<file path="src/hdl/cbts_pkg.sv">
`default_nettype none

package cbts_pkg;

    // Field widths of the transactions.
    localparam int CLK_W    = 32;
    localparam int RATE_W   = 32;
    localparam int STATUS_W = 2;
    localparam int PRE_W    = 11;
    localparam int SEG1_W   = 5;
    localparam int SEG2_W   = 4;
    localparam int SJW_W    = 1;
    localparam int WORD_W   = 26;

    // Search limits.
    localparam int MAX_PRESCALER = 1024;
    localparam int MAX_SEG_ONE   = 16;
    localparam int MAX_SEG_TWO   = 8;

    // Quanta per bit that can ever be legal, one remainder lane for each.
    localparam int QUANTA_MIN = 3;
    localparam int QUANTA_MAX = 1 + MAX_SEG_ONE + MAX_SEG_TWO;
    localparam int NUM_LANES  = QUANTA_MAX - QUANTA_MIN + 1;
    localparam int LANE_W     = $clog2(NUM_LANES);
    localparam int TQ_W       = $clog2(QUANTA_MAX + 1);

    // Any target above this bound has no solution.
    localparam int TARGET_W = $clog2(MAX_PRESCALER * QUANTA_MAX + 1);

    // Status codes.
    localparam logic [STATUS_W-1:0] ST_FOUND = 2'd0;
    localparam logic [STATUS_W-1:0] ST_ZERO  = 2'd1;
    localparam logic [STATUS_W-1:0] ST_NONE  = 2'd2;

    // Smallest legal segment one for each quanta count, zero when none fits.
    typedef logic [SEG1_W-1:0] t_seg_tab [0:QUANTA_MAX];

    function automatic t_seg_tab f_seg_one_tab();
        t_seg_tab tab;
        int       s2;
        for (int q = 0; q <= QUANTA_MAX; q++) begin
            tab[q] = '0;
            // Walk downward so that the smallest legal value is kept.
            for (int s1 = MAX_SEG_ONE; s1 >= 1; s1--) begin
                s2 = q - 1 - s1;
                if (q >= 2 + s1 && s2 >= 1 && s2 <= MAX_SEG_TWO &&
                    10 * (1 + s1) >= 7 * q && 10 * (1 + s1) <= 8 * q) begin
                    tab[q] = SEG1_W'(s1);
                end
            end
        end
        return tab;
    endfunction

    localparam t_seg_tab SEG_ONE_TAB = f_seg_one_tab();

endpackage

`default_nettype wire

</file>
<file path="src/hdl/cbts_ifs.sv">
`default_nettype none

// Request channel: clock frequency and requested bit rate.
interface cbts_in_if;
    logic                         valid;
    logic                         ready;
    logic [cbts_pkg::CLK_W-1:0]   clock_hz;
    logic [cbts_pkg::RATE_W-1:0]  bit_rate;

    modport source (output valid, output clock_hz, output bit_rate, input ready);
    modport sink   (input valid, input clock_hz, input bit_rate, output ready);
endinterface

// Result channel: status, timing fields and the packed timing word.
interface cbts_out_if;
    logic                           valid;
    logic                           ready;
    logic [cbts_pkg::STATUS_W-1:0]  status;
    logic [cbts_pkg::PRE_W-1:0]     prescaler;
    logic [cbts_pkg::SEG1_W-1:0]    segment_one;
    logic [cbts_pkg::SEG2_W-1:0]    segment_two;
    logic [cbts_pkg::SJW_W-1:0]     jump_width;
    logic [cbts_pkg::WORD_W-1:0]    timing_word;

    modport source (output valid, output status, output prescaler, output segment_one,
                    output segment_two, output jump_width, output timing_word,
                    input ready);
    modport sink   (input valid, input status, input prescaler, input segment_one,
                    input segment_two, input jump_width, input timing_word,
                    output ready);
endinterface

`default_nettype wire

</file>
<file path="src/hdl/can_bit_timing_search.sv">
`default_nettype none

// Channel   Direction  Interface    Contents
// i_in      sink       cbts_in_if   clock_hz, bit_rate
// o_out     source     cbts_out_if  status, prescaler, segment_one, segment_two,
//                                   jump_width, timing_word
//
// An accepted request runs through the restoring divider (S_DIV), which makes
// one quotient bit per cycle, and then through the timing pick (S_SEL). A zero
// clock or rate skips the divider and goes straight to the timing pick. A new
// request is taken only after the previous one has left the timing pick.
// Reset clears the state machine and the result valid flag.
// A result waits in the output register; the next request is taken meanwhile,
// and it holds in its final step until that register is free.
module can_bit_timing_search (
    input  wire              i_clk,
    input  wire              i_rst_n,
    cbts_in_if.sink          i_in,
    cbts_out_if.source       o_out
);

    localparam logic [1:0] S_IDLE = 2'd0;
    localparam logic [1:0] S_DIV  = 2'd1;
    localparam logic [1:0] S_SEL  = 2'd2;

    localparam int DIV_CNT_W = $clog2(cbts_pkg::CLK_W);

    // Control state.
    logic [1:0]           r_state;
    logic [1:0]           n_state;
    logic [DIV_CNT_W-1:0] r_cnt;
    logic                 r_zero;

    // Divider.
    logic [cbts_pkg::RATE_W-1:0] r_rem;
    logic [cbts_pkg::CLK_W-1:0]  r_num;
    logic [cbts_pkg::RATE_W-1:0] r_den;
    logic [cbts_pkg::RATE_W:0]   w_trial;
    logic [cbts_pkg::RATE_W:0]   w_diff;
    logic                        w_qbit;
    logic [cbts_pkg::RATE_W-1:0] n_rem;

    // Low bits of the quotient and a flag for anything above them.
    logic [cbts_pkg::TARGET_W-1:0] r_target;
    logic                          r_big;

    // One remainder and quotient lane for each quanta count.
    logic [cbts_pkg::TQ_W-1:0]  r_lane_rem [cbts_pkg::NUM_LANES];
    logic [cbts_pkg::PRE_W-1:0] r_lane_q   [cbts_pkg::NUM_LANES];
    logic [cbts_pkg::TQ_W-1:0]  n_lane_rem [cbts_pkg::NUM_LANES];
    logic [cbts_pkg::PRE_W-1:0] n_lane_q   [cbts_pkg::NUM_LANES];
    logic [cbts_pkg::NUM_LANES-1:0] w_lane_ok;

    // Selection.
    logic                        w_found;
    logic [cbts_pkg::LANE_W-1:0] w_sel;
    logic [cbts_pkg::TQ_W-1:0]   w_tq;
    logic [cbts_pkg::SEG1_W-1:0] w_s1;
    logic [cbts_pkg::TQ_W-1:0]   w_s2;
    logic [cbts_pkg::PRE_W-1:0]  w_pre;
    logic [cbts_pkg::PRE_W-1:0]  w_pre_m1;
    logic [cbts_pkg::SEG1_W-1:0] w_s1_m1;
    logic [cbts_pkg::TQ_W-1:0]   w_s2_m1;

    // Output register.
    logic                          r_out_valid;
    logic [cbts_pkg::STATUS_W-1:0] r_status;
    logic [cbts_pkg::PRE_W-1:0]    r_pre;
    logic [cbts_pkg::SEG1_W-1:0]   r_seg1;
    logic [cbts_pkg::SEG2_W-1:0]   r_seg2;
    logic [cbts_pkg::SJW_W-1:0]    r_sjw;
    logic [cbts_pkg::WORD_W-1:0]   r_word;

    logic w_in_acc;
    logic w_load;

    assign i_in.ready = (r_state == S_IDLE);
    assign w_in_acc   = i_in.valid && i_in.ready;
    assign w_load     = (r_state == S_SEL) && (!r_out_valid || o_out.ready);

    // One restoring division step per cycle.
    always_comb begin
        w_trial = {r_rem, r_num[cbts_pkg::CLK_W-1]};
        w_diff  = w_trial - {1'b0, r_den};
        w_qbit  = (w_trial >= {1'b0, r_den});
        n_rem   = w_qbit ? w_diff[cbts_pkg::RATE_W-1:0] : w_trial[cbts_pkg::RATE_W-1:0];
    end

    // Each lane divides the quotient bit stream by its own quanta count.
    always_comb begin
        logic [cbts_pkg::TQ_W:0] t;
        logic [cbts_pkg::TQ_W:0] tq;
        for (int i = 0; i < cbts_pkg::NUM_LANES; i++) begin
            tq = (cbts_pkg::TQ_W + 1)'(cbts_pkg::QUANTA_MIN + i);
            t  = {r_lane_rem[i], w_qbit};
            if (t >= tq) begin
                n_lane_rem[i] = cbts_pkg::TQ_W'(t - tq);
                n_lane_q[i]   = {r_lane_q[i][cbts_pkg::PRE_W-2:0], 1'b1};
            end else begin
                n_lane_rem[i] = t[cbts_pkg::TQ_W-1:0];
                n_lane_q[i]   = {r_lane_q[i][cbts_pkg::PRE_W-2:0], 1'b0};
            end
        end
    end

    // A lane qualifies when it divides the target evenly with a prescaler in range.
    always_comb begin
        for (int i = 0; i < cbts_pkg::NUM_LANES; i++) begin
            w_lane_ok[i] = !r_big && (r_lane_rem[i] == '0) &&
                (r_target >= cbts_pkg::TARGET_W'(cbts_pkg::QUANTA_MIN + i)) &&
                (r_target <= cbts_pkg::TARGET_W'(
                    cbts_pkg::MAX_PRESCALER * (cbts_pkg::QUANTA_MIN + i))) &&
                (cbts_pkg::SEG_ONE_TAB[cbts_pkg::QUANTA_MIN + i] != '0);
        end
    end

    // The largest qualifying quanta count gives the smallest prescaler.
    always_comb begin
        w_found = 1'b0;
        w_sel   = '0;
        for (int i = 0; i < cbts_pkg::NUM_LANES; i++) begin
            if (w_lane_ok[i]) begin
                w_found = 1'b1;
                w_sel   = cbts_pkg::LANE_W'(i);
            end
        end
        w_tq     = cbts_pkg::TQ_W'(cbts_pkg::QUANTA_MIN) + cbts_pkg::TQ_W'(w_sel);
        w_s1     = cbts_pkg::SEG_ONE_TAB[w_tq];
        w_s2     = w_tq - cbts_pkg::TQ_W'(1) - cbts_pkg::TQ_W'(w_s1);
        w_pre    = r_lane_q[w_sel];
        w_pre_m1 = w_pre - cbts_pkg::PRE_W'(1);
        w_s1_m1  = w_s1 - cbts_pkg::SEG1_W'(1);
        w_s2_m1  = w_s2 - cbts_pkg::TQ_W'(1);
    end

    // Next state.
    always_comb begin
        n_state = r_state;
        unique case (r_state)
            S_IDLE: begin
                if (w_in_acc) begin
                    n_state = (i_in.clock_hz == '0 || i_in.bit_rate == '0) ? S_SEL : S_DIV;
                end
            end
            S_DIV: begin
                if (r_cnt == DIV_CNT_W'(cbts_pkg::CLK_W - 1)) begin
                    n_state = S_SEL;
                end
            end
            S_SEL: begin
                if (w_load) begin
                    n_state = S_IDLE;
                end
            end
            default: n_state = S_IDLE;
        endcase
    end

    // Control registers.
    always_ff @(posedge i_clk) begin
        if (!i_rst_n) begin
            r_state     <= S_IDLE;
            r_out_valid <= 1'b0;
        end else begin
            r_state <= n_state;
            if (w_load) begin
                r_out_valid <= 1'b1;
            end else if (o_out.ready) begin
                r_out_valid <= 1'b0;
            end
        end
    end

    // Datapath registers.
    always_ff @(posedge i_clk) begin
        if (w_in_acc) begin
            r_num    <= i_in.clock_hz;
            r_den    <= i_in.bit_rate;
            r_rem    <= '0;
            r_cnt    <= '0;
            r_zero   <= (i_in.clock_hz == '0 || i_in.bit_rate == '0);
            r_target <= '0;
            r_big    <= 1'b0;
            for (int i = 0; i < cbts_pkg::NUM_LANES; i++) begin
                r_lane_rem[i] <= '0;
            end
        end else if (r_state == S_DIV) begin
            r_num    <= {r_num[cbts_pkg::CLK_W-2:0], 1'b0};
            r_rem    <= n_rem;
            r_cnt    <= r_cnt + DIV_CNT_W'(1);
            r_target <= {r_target[cbts_pkg::TARGET_W-2:0], w_qbit};
            r_big    <= r_big | r_target[cbts_pkg::TARGET_W-1];
            for (int i = 0; i < cbts_pkg::NUM_LANES; i++) begin
                r_lane_rem[i] <= n_lane_rem[i];
                r_lane_q[i]   <= n_lane_q[i];
            end
        end

        // Result capture.
        if (w_load) begin
            if (r_zero || !w_found) begin
                r_status <= r_zero ? cbts_pkg::ST_ZERO : cbts_pkg::ST_NONE;
                r_pre    <= '0;
                r_seg1   <= '0;
                r_seg2   <= '0;
                r_sjw    <= '0;
                r_word   <= '0;
            end else begin
                r_status <= cbts_pkg::ST_FOUND;
                r_pre    <= w_pre;
                r_seg1   <= w_s1;
                r_seg2   <= cbts_pkg::SEG2_W'(w_s2);
                r_sjw    <= cbts_pkg::SJW_W'(1);
                r_word   <= {2'b00, 1'b0, w_s2_m1[2:0], w_s1_m1[3:0], 6'b000000,
                             w_pre_m1[9:0]};
            end
        end
    end

    assign o_out.valid       = r_out_valid;
    assign o_out.status      = r_status;
    assign o_out.prescaler   = r_pre;
    assign o_out.segment_one = r_seg1;
    assign o_out.segment_two = r_seg2;
    assign o_out.jump_width  = r_sjw;
    assign o_out.timing_word = r_word;

    // A request never starts a second one on the following cycle.
    a_busy_after_accept: assert property (@(posedge i_clk) disable iff (!i_rst_n)
        i_in.valid && i_in.ready |=> !i_in.ready)
        else $error("request channel ready right after a transaction");

    // A found timing always carries a nonzero prescaler and a unit jump width.
    a_found_fields: assert property (@(posedge i_clk) disable iff (!i_rst_n)
        o_out.valid && o_out.status == cbts_pkg::ST_FOUND |->
            o_out.prescaler != '0 && o_out.jump_width == 1'b1 &&
            o_out.segment_one != '0 && o_out.segment_two != '0)
        else $error("found timing with an empty field");

    // Error results carry an empty timing word.
    a_error_empty: assert property (@(posedge i_clk) disable iff (!i_rst_n)
        o_out.valid && o_out.status != cbts_pkg::ST_FOUND |->
            o_out.timing_word == '0 && o_out.prescaler == '0)
        else $error("error result with a nonzero timing");

endmodule

`default_nettype wire
</file>
<file path="src/flat_wrapper.sv">
// flat-port wrapper written by rule: the top's interface ports become plain ports
module can_bit_timing_search_flat 
  (i_clk, i_rst_n, i_in_valid, i_in_clock_hz, i_in_bit_rate, i_in_ready, o_out_valid, o_out_status, o_out_prescaler, o_out_segment_one, o_out_segment_two, o_out_jump_width, o_out_timing_word, o_out_ready);
  cbts_in_if i_in_i ();
  cbts_out_if o_out_i ();
  input  wire i_clk;
  input  wire i_rst_n;
  input wire logic [$bits(i_in_i.valid)-1:0] i_in_valid;
  input wire logic [$bits(i_in_i.clock_hz)-1:0] i_in_clock_hz;
  input wire logic [$bits(i_in_i.bit_rate)-1:0] i_in_bit_rate;
  output wire logic [$bits(i_in_i.ready)-1:0] i_in_ready;
  output wire logic [$bits(o_out_i.valid)-1:0] o_out_valid;
  output wire logic [$bits(o_out_i.status)-1:0] o_out_status;
  output wire logic [$bits(o_out_i.prescaler)-1:0] o_out_prescaler;
  output wire logic [$bits(o_out_i.segment_one)-1:0] o_out_segment_one;
  output wire logic [$bits(o_out_i.segment_two)-1:0] o_out_segment_two;
  output wire logic [$bits(o_out_i.jump_width)-1:0] o_out_jump_width;
  output wire logic [$bits(o_out_i.timing_word)-1:0] o_out_timing_word;
  input wire logic [$bits(o_out_i.ready)-1:0] o_out_ready;
  assign i_in_i.valid = i_in_valid;
  assign i_in_i.clock_hz = i_in_clock_hz;
  assign i_in_i.bit_rate = i_in_bit_rate;
  assign i_in_ready = i_in_i.ready;
  assign o_out_valid = o_out_i.valid;
  assign o_out_status = o_out_i.status;
  assign o_out_prescaler = o_out_i.prescaler;
  assign o_out_segment_one = o_out_i.segment_one;
  assign o_out_segment_two = o_out_i.segment_two;
  assign o_out_jump_width = o_out_i.jump_width;
  assign o_out_timing_word = o_out_i.timing_word;
  assign o_out_i.ready = o_out_ready;
  can_bit_timing_search u_core (.i_clk(i_clk), .i_rst_n(i_rst_n), .i_in(i_in_i), .o_out(o_out_i));
endmodule
</file>
<file path="config.mk">
export PLATFORM = sky130hd
export DESIGN_NAME = can_bit_timing_search_flat
export DESIGN_NICKNAME = d
export VERILOG_FILES = /design/src/hdl/cbts_pkg.sv /design/src/hdl/cbts_ifs.sv /design/src/hdl/can_bit_timing_search.sv /design/src/flat_wrapper.sv
export SDC_FILE = /design/constraint.sdc
export NUM_CORES = 1
export LEC_CHECK = 0
export ABC_AREA = 0
export BUFFER_PORTS_ARGS = -buffer_cell sky130_fd_sc_hd__buf_2
export CORE_MARGIN = 1.5
export CORE_UTILIZATION = 29
export CTS_CLUSTER_DIAMETER = 50
export DETAILED_ROUTE_END_ITERATION = 7
export SLEW_MARGIN = 20
export SYNTH_ARGS = -nofsm -noshare
export SYNTH_HDL_FRONTEND = slang
export SYNTH_SLANG_ARGS = --single-unit
</file>
<file path="constraint.sdc">
create_clock -name i_clk -period 9 [get_ports i_clk]
set_clock_uncertainty 0.15 [all_clocks]
set_input_delay 0.45 -clock i_clk [delete_from_list [all_inputs] [get_ports i_clk]]
set_output_delay 0.45 -clock i_clk [all_outputs]
set_load 0.01 [all_outputs]
</file>
==> results of run 1 <==
[logic make-up after synthesis]
family,share of synthesized area
simple gates,0.131
flops,0.581
compound gates,0.119
buf+inv,0.0368
mux,0.0676
fa+ha+maj,0.0407
xor+xnor,0.0229
other cells,0.000146
[flip-flops by register name, summed over array words and instances, names as in the netlist, 11 cells and up]
| signal | count |
|---|---|
| u_core.o_out.prescaler | 11 |
| u_core.o_out.timing_word | 17 |
| u_core.r_den | 32 |
| u_core.r_lane_q | 252 |
| u_core.r_lane_rem | 101 |
| u_core.r_num | 32 |
| u_core.r_rem | 32 |
| u_core.r_target | 15 |
[stage by stage]
stage / worst slack (ps) / instance area [µm²] / power [µW]
6_report: 2440 / 30200 / 7560
5_1_grt: 1880 / 30200 / 7950
4_1_cts: 2530 / 30200 / 7650
3_5_place_dp: 2550 / 27300 / 4870
3_3_place_gp: 2610 / 27300 / 4850
2_1_floorplan: 213 / 25600 / 4500
[power groups by stage]
stage                     Combinational (µW)  Sequential [µW]  Clock [µW]
final                                   1360             3480        2720
after floorplan                          988             3510           0
after detailed placement                1350             3520           0
after global routing                    1550             3530        2870
after global placement                  1340             3510           0
after CTS                               1380             3480        2790
[timing repair]
action / CTS / global route
resized for setup: 0 / 0
hold buffers: 65 / 0
endpoints found under the hold margin: 66 / 0
[worst reg2reg max path: stages, from the launching register on]
cell and delay, ps:
edfxtp_1 630, inv_2 320, ha_1 190, nand2b_1 50, nor4_1 590, nand2_1 210
o311ai_0 380, nand3_1 190, o211a_1 280, a21oi_4 150, buf_4 440, inv_2 120
ha_1 240, ha_1 390, clkinv_1 240, nor2_1 150, o21ai_0 90, a21boi_0 230
a21oi_1 130, ha_1 240, inv_1 70, fa_1 430, ha_1 210, xor2_1 150
nor2_1 60
[worst paths after layout]
check | from | endpoint
setup / recovery | u_core.r_lane_rem[17][0] | u_core.o_out.timing_word[22]
hold / removal | i_in_valid | u_core.r_state[0]
setup reg to reg | u_core.r_lane_rem[17][0] | u_core.o_out.timing_word[22]
hold reg to reg | u_core.r_lane_q[22][1] | u_core.r_lane_q[22][2]
[cells in the mapped netlist, types with 11 or more instances]
master,number
edfxtp_1,458
nand2_1,266
nor2_1,158
mux2i_1,137
o21ai_0,110
a21oi_1,105
inv_1,95
ha_1,80
clkbuf_1,56
dfxtp_1,56
nand3_1,51
nor3_1,45
xnor2_1,38
mux2_2,28
xor2_1,27
nor4_1,25
a21o_1,24
a211oi_1,21
and2_1,21
or3_1,21
nand4_1,18
a31oi_1,16
and3_1,16
o211ai_1,15
o21a_1,14
buf_4,13
nand2b_1,13
or2_2,13
buf_2,12
o22ai_1,11
[cell type report]
cell class              count  area [µm²]
inverters                 102         399
fillers                  8590       56900
clock inverters            40         503
multi-input cells        1483        9840
clock buffers              82        1790
well taps                1155        1450
flip-flops and latches    514       14900
repair buffers            201        1400
[per-layer routing]
| layer | vias up | part of all wire | track usage | wire, µm |
|---|---|---|---|---|
| li1 | 8556 | - | - | - |
| met1 | 8538 | 0.44 | 0.173 | 27500 |
| met2 | 458 | 0.49 | 0.233 | 30100 |
| met3 | 84 | 0.050 | 0.0267 | 3120 |
| met4 | 0 | 0.021 | 0.0382 | 1310 |
| met5 | - | 0 | 0 | 0 |
==> flow_summary.json, run 1 <==
{
  "final_antenna_net_count": 0,
  "finalHoldViolCount": 0,
  "final_cell_mix": "458 x edfxtp_1, 266 x nand2_1, 156 x nor2_1",
  "cts_buffers": 67,
  "yosysUniqueCellTypes": 102,
  "clock-root-buffer": "clkbuf_16",
  "yosysSeqAreaShare": 0.581,
  "n_antenna_cell": 0,
  "required_ps": 9210,
  "synth-edff-count": 458,
  "grt_antenna_before_repair": 0,
  "p_sw_uw": 2200,
  "fin_tns_setup_ps": 0,
  "crit_family": "adder cells",
  "overflow": 0,
  "drc": 0,
  "dp_hpwl_mm": 41.5,
  "fp.dieH_um": 300,
  "path_depth": 24,
  "clk-insertion-delay-late_ps": 620,
  "max_slew_margin": 0.363,
  "synth_top_cell_area_share": 0.537,
  "grt_pass1_vias": 17357,
  "critPathArrivalTime_ps": 6770,
  "post_drt_wl_per_cell_um": 17.3,
  "holdPathStages": 4,
  "holdWs_ps": 86.0,
  "reg2reg_depth": 24,
  "ios": 119,
  "place_congestion": 0.883,
  "p_int_uw": 5350,
  "crit_path_max_fanout": 37,
  "clk_pin_slew_ps": 60,
  "drt_pass1_iterations": 5,
  "clock_path_buffers": 3,
  "postCtsSetupBuffers": 0,
  "crit_chain": "inv_2, ha_1, nand2b_1, nor4_1, nand2_1, o311ai_0, nand3_1, o211a_1, a21oi_4, buf_4, inv_2, ha_1, ha_1, clkinv_1, nor2_1, o21ai_0, a21boi_0, a21oi_1, ha_1, inv_1, fa_1, ha_1, xor2_1, nor2_1",
  "p_sw_frac": 0.292,
  "finalNonFillerCells": 3577,
  "area_delta_synth_final_pct": 18.1,
  "grt_pass1_wl_mm": 96.8,
  "cts_tree": "built",
  "layout_commonest_cell": "edfxtp_1",
  "fin_crit_ps": 6560,
  "period_share": 0.729,
  "vdd_drop_max_mv": 0.161,
  "grtUsageTotal": 0.136,
  "combPwrFrac": 0.180,
  "start_util": 0.294,
  "report.final.slew_viol_count": 0,
  "crit_path_max_incr_delay_ps": 630,
  "core_area_mm2": 0.0872,
  "yosysTopAreaCell": "edfxtp_1",
  "ys.flop_type": "edfxtp_1",
  "power.share.clock": 0.360,
  "num_rows": 108,
  "crit_slowest_cell": "edfxtp_1",
  "crit_top_cell": "ha_1",
  "drv_cap": 0,
  "grt_max_degree": 91,
  "die_area_mm2": 0.0901,
  "num_vias": 17636,
  "routed_wirelength_mm": 62.0,
  "avgSynthCellArea_um2": 11.7,
  "synthTopCellsByArea": "edfxtp_1 54%, mux2i_1 5.4%, dfxtp_1 4.4%",
  "finalSetupViolations": 0,
  "port_buffers": 109,
  "worstSetupEndpointType": "flip-flop",
  "p_leak_uw": 0.0118,
  "rsz0062_at_grt": "no",
  "drt_iter0_drc": 1175,
  "syn_area_mm2": 0.0256,
  "async_flop_share": 0,
  "worstSetupPathType": "reg -> reg",
  "start_kind": "flip-flop",
  "fin_nets": 2519,
  "cts.htree.levels": 3,
  "seq_power_share": 0.460,
  "die_w_um": 300,
  "crit_buf_inv": 5,
  "regToRegSetupSlack_ps": 2440,
  "synth-seq-cells": 514,
  "worst_slew_pin_slew_ps": 955,
  "final_layout_size_suffix_gt1_frac": 0.132,
  "final_core_util": 0.347,
  "dpl.cell_count": 3390,
  "min_path_type": "in -> reg",
  "avgViaCountPerCell": 4.93,
  "syn_inst": 2194,
  "status": "finished clean",
  "clock-sinks": 514,
  "power_density_mw_per_mm2": 250,
  "yosys_warnings": 0,
  "timing.fmax_ghz": 0.152
}
No activity file was read; power rests on OpenSTA's default activity.
==> run 2: changes to the inputs <==
==> constraint.sdc (replaced) <==
create_clock -name i_clk -period 5.3 [get_ports i_clk]
set_clock_uncertainty 0.15 [all_clocks]
set_input_delay 0.265 -clock i_clk [delete_from_list [all_inputs] [get_ports i_clk]]
set_output_delay 0.265 -clock i_clk [all_outputs]
set_load 0.01 [all_outputs]
==> flow_summary.json, run 2 (synthesis results as in run 1) <==
{
  "cts_buffers": 61,
  "n_antenna_cell": 0,
  "drt-met1-wl_mm": 28.2,
  "crit_path_max_fanout": 8,
  "top_register": "u_core.r_lane_q",
  "start_util": 0.294,
  "port_buffers": 109,
  "crit_path_max_incr_delay_ps": 640,
  "required_ps": 5550,
  "rsz0062_at_grt": "no",
  "power_density_mw_per_mm2": 405,
  "period_share": 0.953,
  "finalSetupViolations": 0,
  "finalNonFillerCells": 3678,
  "start_kind": "flip-flop",
  "area_delta_synth_final_pct": 21.4,
  "clock-root-buffer": "clkbuf_16",
  "max_slew_margin": 0.279,
  "num_rows": 108,
  "overflow": 0,
  "crit_top_cell": "nor2_1",
  "reg_top3": "u_core.r_lane_q (252), u_core.r_lane_rem (101)",
  "critPathArrivalTime_ps": 5310,
  "clk_pin_slew_ps": 60,
  "cts.htree.levels": 2,
  "place_congestion": 0.900,
  "dr.max_layer_used": "met4",
  "dpl.cell_count": 3490,
  "worstSetupPathType": "reg -> reg",
  "report.final.slew_viol_count": 0,
  "routed_wirelength_mm": 63.4,
  "drv_cap": 0,
  "total_power_uw": 12600,
  "grt_pass1_wl_mm": 97.9,
  "clk-insertion-delay-late_ps": 640,
  "num_vias": 17956,
  "grt_max_degree": 90,
  "worstSetupEndpointType": "flip-flop",
  "core_area_mm2": 0.0872,
  "crit_family": "compound AO/OA/AOI/OAI gates",
  "largest_register_ffs": 252,
  "crit_slowest_cell": "a211oi_2",
  "clock_path_buffers": 3,
  "drt_iter0_drc": 1397,
  "grtUsageTotal": 0.137,
  "final_cell_mix": "458 x edfxtp_1, 266 x nand2_1, 155 x nor2_1",
  "cts_tree": "built",
  "met3_wirelength_mm": 3.26,
  "crit_buf_inv": 3,
  "drc": 0,
  "fin_nets": 2620,
  "final_antenna_net_count": 0,
  "layout_commonest_cell": "edfxtp_1",
  "p_leak_uw": 0.0123,
  "worst_slew_pin_slew_ps": 1080,
  "drt_pass1_iterations": 5,
  "grt_pass1_vias": 17662,
  "fp.dieH_um": 300,
  "fin_crit_ps": 5050,
  "post_drt_wl_per_cell_um": 17.2,
  "final_layout_size_suffix_gt1_frac": 0.172,
  "vdd_drop_max_mv": 0.269,
  "crit_chain": "or4_4, a2111oi_4, buf_4, a2111oi_2, o32a_1, buf_4, a211oi_2, nor2_1, xnor2_1, nor2_1, a21oi_2, ha_2, inv_2, fa_1, ha_4, xor2_1, nor2_1",
  "setup_slack_ps": 247,
  "fin_tns_setup_ps": 0,
  "ios": 119,
  "wl_met2_mm": 30.5,
  "avgViaCountPerCell": 4.88,
  "timing.fmax_ghz": 0.198,
  "post-place-ws_ps": 132,
  "finalHoldViolCount": 0,
  "grt_antenna_before_repair": 0,
  "clock-sinks": 514,
  "status": "finished clean",
  "die_w_um": 300,
  "min_path_type": "in -> reg",
  "die_area_mm2": 0.0901,
  "dp_hpwl_mm": 43.0
}
run 2: cell types whose count changed in the layout (fill, tap and decap cells not counted), moves of 3 or more:
| cell | change |
|---|---|
| ha_1 | -4 |
| clkbuf_1 | -4 |
| or4_1 | -3 |
| ha_4 | +3 |
| or4_4 | +3 |
| clkbuf_16 | -5 |
| dlygate4sd3_1 | +4 |
| buf_4 | +95 |
| buf_12 | +5 |
| clkinvlp_4 | +6 |
run 2: report_power, final:
group          internal (µW)  switching (µW)
Sequential              5460             443
Clock                   2500            1760
Combinational            900            1510
Total                   8860            3720
run 2: worst register-to-register path, stage by stage, from the launching register on:
cell       delay [ps]
dfxtp_1           390
or4_4             600
a2111oi_4         210
buf_4             230
a2111oi_2         100
o32a_1            400
buf_4             150
a211oi_2          640
nor2_1            190
xnor2_1           300
nor2_1            120
a21oi_2           180
ha_2              210
inv_2              40
fa_1              600
ha_4              140
xor2_1            130
nor2_1             50
run 2: metal layers:
| layer | track usage | up-vias |
|---|---|---|
| li1 | - | 8774 |
| met1 | 0.179 | 8621 |
| met2 | 0.234 | 464 |
| met3 | 0.0246 | 97 |
| met4 | 0.0376 | 0 |
| met5 | 0 | - |
run 2: area by class of cell:
type,instances,area (µm²)
fill,8580,56100
sequential,514,14900
multi-input combinational,1483,9930
timing repair buffer,308,2350
clock buffer,73,1620
tap,1155,1450
clock inverter,43,443
inverter,102,404
run 2: path summary, 6_finish.rpt:
check	startpoint	to	slack (ps)	depth (start not counted)
max	u_core.r_target[5]	u_core.o_out.timing_word[22]	250	17
min reg2reg	u_core.r_lane_q[22][2]	u_core.r_lane_q[22][3]	270	0
max reg2reg	u_core.r_target[5]	u_core.o_out.timing_word[22]	250	17
min	i_in_bit_rate[27]	u_core.r_den[27]	210	2
run 2: repair_timing:
action | 4_1_cts | 5_1_grt
buffers inserted | 0 | 1
gates resized for setup | 0 | 8
setup endpoints to repair | 0 | 9
hold buffers | 69 | 0
hold endpoints to repair | 67 | 0
run 2: through the flow:
| stage | area (µm²) | hold slack (ps) | util |
|---|---|---|---|
| 2_1_floorplan | 25700 | 214 | - |
| 3_3_place_gp | 28200 | 250 | 0.324 |
| 3_5_place_dp | 28200 | 255 | 0.324 |
| 4_1_cts | 31000 | 163 | 0.355 |
| 5_1_grt | 31100 | 182 | 0.356 |
| 6_report | 31100 | 210 | 0.356 |
